### config.mk
export PLATFORM = sky130hd
export DESIGN_NAME = pclq_ctrl
export DESIGN_NICKNAME = d
export VERILOG_FILES = /design/src/sv/pclq_pkg.sv /design/src/sv/pclq_ctrl.sv
export SDC_FILE = /design/constraint.sdc
export NUM_CORES = 1
export LEC_CHECK = 0
export ABC_AREA = 1
export BUFFER_PORTS_ARGS = -buffer_cell sky130_fd_sc_hd__buf_4
export CAP_MARGIN = 20
export CORE_AREA = 2 2 39 41
export CTS_BUF_LIST = sky130_fd_sc_hd__clkbuf_8
export DETAILED_ROUTE_END_ITERATION = 16
export DIE_AREA = 0 0 41 43
export GPL_ROUTABILITY_DRIVEN = 0
export GPL_TIMING_DRIVEN = 1
export PLACE_DENSITY_LB_ADDON = 0.15
export SLEW_MARGIN = 10
export SYNTH_ARGS = -nofsm -noshare
export SYNTH_HDL_FRONTEND = slang
export SYNTH_SLANG_ARGS = --single-unit
### constraint.sdc
create_clock -name clk -period 2.1 [get_ports clk]
set_input_delay 0.63 -clock clk [delete_from_list [all_inputs] [get_ports clk]]
set_output_delay 0.63 -clock clk [all_outputs]
set_load 0.05 [all_outputs]
### src/sv/pclq_pkg.sv
// ----------------------------------------------------------------------------
// pclq_pkg: shared types and constants for the proximity contact log queue
// Field widths, log geometry, outcome codes and controller/datapath links.
// ----------------------------------------------------------------------------
package pclq_pkg;

	// log geometry
	localparam int LOG_DEPTH = 4096;
	localparam int PTR_W     = $clog2(LOG_DEPTH);
	localparam int CNT_W     = 13;

	// field widths
	localparam int ADDR_W = 48;
	localparam int STR_W  = 8;
	localparam int TIME_W = 32;
	localparam int OUTC_W = 3;

	// one stored record: address, strength, time stamp
	localparam int LOG_W = ADDR_W + STR_W + TIME_W;

	// reset value of the near threshold (-86 dBm)
	localparam logic signed [STR_W-1:0] THR_RESET = -8'sd86;

	// request kinds
	localparam logic REQ_SCAN = 1'b0;
	localparam logic REQ_ACK  = 1'b1;

	// result outcome codes
	typedef enum logic [OUTC_W-1:0] {
		OUTC_FAR     = 3'd0,
		OUTC_LIVE    = 3'd1,
		OUTC_LOGGED  = 3'd2,
		OUTC_DROPPED = 3'd3,
		OUTC_POPPED  = 3'd4,
		OUTC_EMPTY   = 3'd5
	} outcome_t;

	// controller to datapath commands
	typedef struct packed {
		logic accept_en;  // input channel may take a transaction
		logic rd_en;      // read the head record
		logic commit;     // load the result and update the log state
	} pclq_cmd_t;

	// datapath to controller status
	typedef struct packed {
		logic in_fire;    // input transaction this cycle
		logic pop_hit;    // held item pops a stored record
		logic out_free;   // result register can be loaded
	} pclq_sts_t;

endpackage

### src/sv/pclq_ctrl.sv
// ----------------------------------------------------------------------------
// pclq_ctrl: sequencing controller
// Takes one request, issues the head read for a pop, then commits the result.
// ----------------------------------------------------------------------------
module pclq_ctrl (
	input  logic                clk,
	input  logic                arst_n,
	input  pclq_pkg::pclq_sts_t sts,
	output pclq_pkg::pclq_cmd_t cmd
);

	typedef enum logic [1:0] {
		ST_IDLE,
		ST_EXEC,
		ST_POP
	} state_t;

	state_t state_q;

	// state register
	always_ff @(posedge clk or negedge arst_n) begin
		if (!arst_n) begin
			state_q <= ST_IDLE;
		end else begin
			unique case (state_q)
				ST_IDLE: begin
					if (sts.in_fire) state_q <= ST_EXEC;
				end
				ST_EXEC: begin
					if (sts.pop_hit) state_q <= ST_POP;
					else if (sts.out_free) state_q <= ST_IDLE;
				end
				ST_POP: begin
					if (sts.out_free) state_q <= ST_IDLE;
				end
				default: state_q <= ST_IDLE;
			endcase
		end
	end

	// command decode
	always_comb begin
		cmd = '0;
		unique case (state_q)
			ST_IDLE: cmd.accept_en = 1'b1;
			ST_EXEC: begin
				cmd.rd_en  = sts.pop_hit;
				cmd.commit = !sts.pop_hit && sts.out_free;
			end
			ST_POP:  cmd.commit = sts.out_free;
			default: cmd = '0;
		endcase
	end

endmodule

==> results.toml <==
[run_status]
status = "finished clean"

[timing]
max_freq_mhz = 502
rsz0062_at_grt = "false"
finClkSkew_ns = 0.00128
setup_slack_ns = 0.109
finalHoldViolations = 0
final_max_slew_viol_count = 0
max_slew.worst_pin.slew_ns = 0.149
fin_crit_ns = 1.99
setup_viol = 0
setup-tns-final_ns = 0
finalCritPeriodShare = 0.948
max-slew-margin-rel = 0.900

[global_route]
grt_pass1_vias = 185
overflow = 0
grtUsageTotal = 0.0583
grt_pass1_wl_um = 641
antenna_found_initial = 0
grt_max_degree = 5

[cells_and_area]
final_util = 0.230
top_regs = "state_q x2"
num-nets-final = 51
final_common_cell = "nand2_1"
fill_cells = 156
area_delta_synth_final_pct = 55.8
max_flop_register = "state_q"
largest_reg_flops = 2
antenna_cells = 0
drive_gt1_frac = 0.375
final_cell_mix = "10 x nand2_1, 7 x buf_4, 5 x inv_1"

[yosys]
syn_inst = 30
yosysWarnings = 0
synth_seq_cells = 2
syn_nets = 39
yosysUniqueCellTypes = 10
avgSynthCellArea_um2 = 6.80
yosysSeqAreaShare = 0.245
syn_area_um2 = 204

[setup_path]
crit_arrival_ns = 1.36
cp-start-kind = "flip-flop"
critPathMostFrequentCell = "inv_1"
worst_r2r_startpoint = "state_q[1]"
crit_slowest_cell = "dfrtp_1"
cp.required_ns = 1.47
crit_fanout = 4
critical_path.cell_chain = "inv_1 > ha_1 > inv_1 > nand2_2 > nand2_1 > nor2_1 > buf_4"
slowest_delay_ns = 0.40
crit_start = "state_q[1]"
crit_type = "reg -> out"
worst_setup_path_end_kind = "output pin"

[route]
final_antenna_net_count = 0
route.detailed.drc = 0
viasPerCell = 3.45
wl_um = 411
vias = 193
drtPass1Iterations = 2
wl_per_cell_um = 7.34
drtIter0Drc = 3

[clock_network]
ctsResizeCount = 0
clock-sinks = 2
root_buffer = "clkbuf_8"
htree_levels = 1
hold_buffers = 0
path_clk_slew_ns = 0.03
post_cts_buffers = 0
cts_buffers = 3
cts_tree = "done"
cts_buffer_depth = 2
clk_latency_ns = 0.21

[power_and_ir_drop]
leakage_nw = 0.181
peakVddDrop_v = 0.000509
power.total_mw = 0.552
pwr_density_cell_nw_per_um2 = 1740

[floorplanning]
fp-row-count = 14
die_x_um = 41
core_um2 = 1380
ios = 8
floorplan.die.height_um = 43
start_util = 0.147
dieArea_um2 = 1760

[placed_design]
pre_cts_slack_ns = 0.292
portBuffers = 7

[flow_run]
maxCapViolCount = 0

[worst_hold_path]
hp-class = "in -> async"
==> layer usage <==
layer	share of wire	wire length, um	GRT usage	vias up
li1	-	-	-	108
met1	0.46	189	0.0613	79
met2	0.47	194	0.0750	6
met3	0.066	27	0.0157	0
met4	0	0	0.0800	0
met5	0	0	0	-
==> cells in the mapped netlist (all sizes together) <==
master | n | share of area
dfrtp | 2 | 0.25
nand3 | 2 | 0.049
nand2 | 11 | 0.21
inv | 6 | 0.11
o21ai | 1 | 0.025
nor2 | 4 | 0.11
ha | 4 | 0.25
==> kinds of logic after synthesis <==
| group | Yosys count | share of synthesized area |
|---|---|---|
| flops | 2 | 0.245 |
| simple gates | 17 | 0.374 |
| buf+inv | 6 | 0.110 |
| compound gates | 1 | 0.0245 |
| fa+ha+maj | 4 | 0.245 |
==> where the power goes <==
group,internal [mW],switching (mW)
Clock,0.121,0.0283
Combinational,0.105,0.218
Sequential,0.0585,0.0213
Total,0.285,0.268
==> area by class of cell <==
class,instances,area (um2),area share
Tap cell,16,20.0,0.0630
Multi-Input combinational cell,22,131,0.413
Inverter,6,22.5,0.0709
Sequential cell,2,50.0,0.157
Clock buffer,3,41.3,0.130
Timing Repair Buffer,7,52.6,0.165
==> stage by stage <==
| step | hold WS, ns | cell area, um2 | instances |
|---|---|---|---|
| global route | 0.188 | 318 | 56 |
| finish | 0.197 | 318 | 56 |
| floorplan | 0.334 | 204 | 30 |
| CTS | 0.191 | 318 | 56 |
| global placement | 0.413 | 277 | 53 |
| detailed placement | 0.413 | 277 | 53 |
==> path summary, 6_finish.rpt <==
path	cells past startpoint	end	slack, ns
max reg2reg	7	state_q[1]	0.94
min in group clk	2	state_q[1]	0.54
min reg2reg	2	state_q[1]	0.54
min	1	state_q[0]	0.20
max in group asynchronous	1	state_q[1]	1.82
max	7	cmd[0]	0.11
==> critical path: cells and delay by family (launching register included) <==
kind,cells,cell delay [ns]
DFF,1,0.40
buffers and inverters,3,0.36
and+or+nand+nor,3,0.22
adders and majority gates,1,0.17
Power figures use the tool's default switching activity.
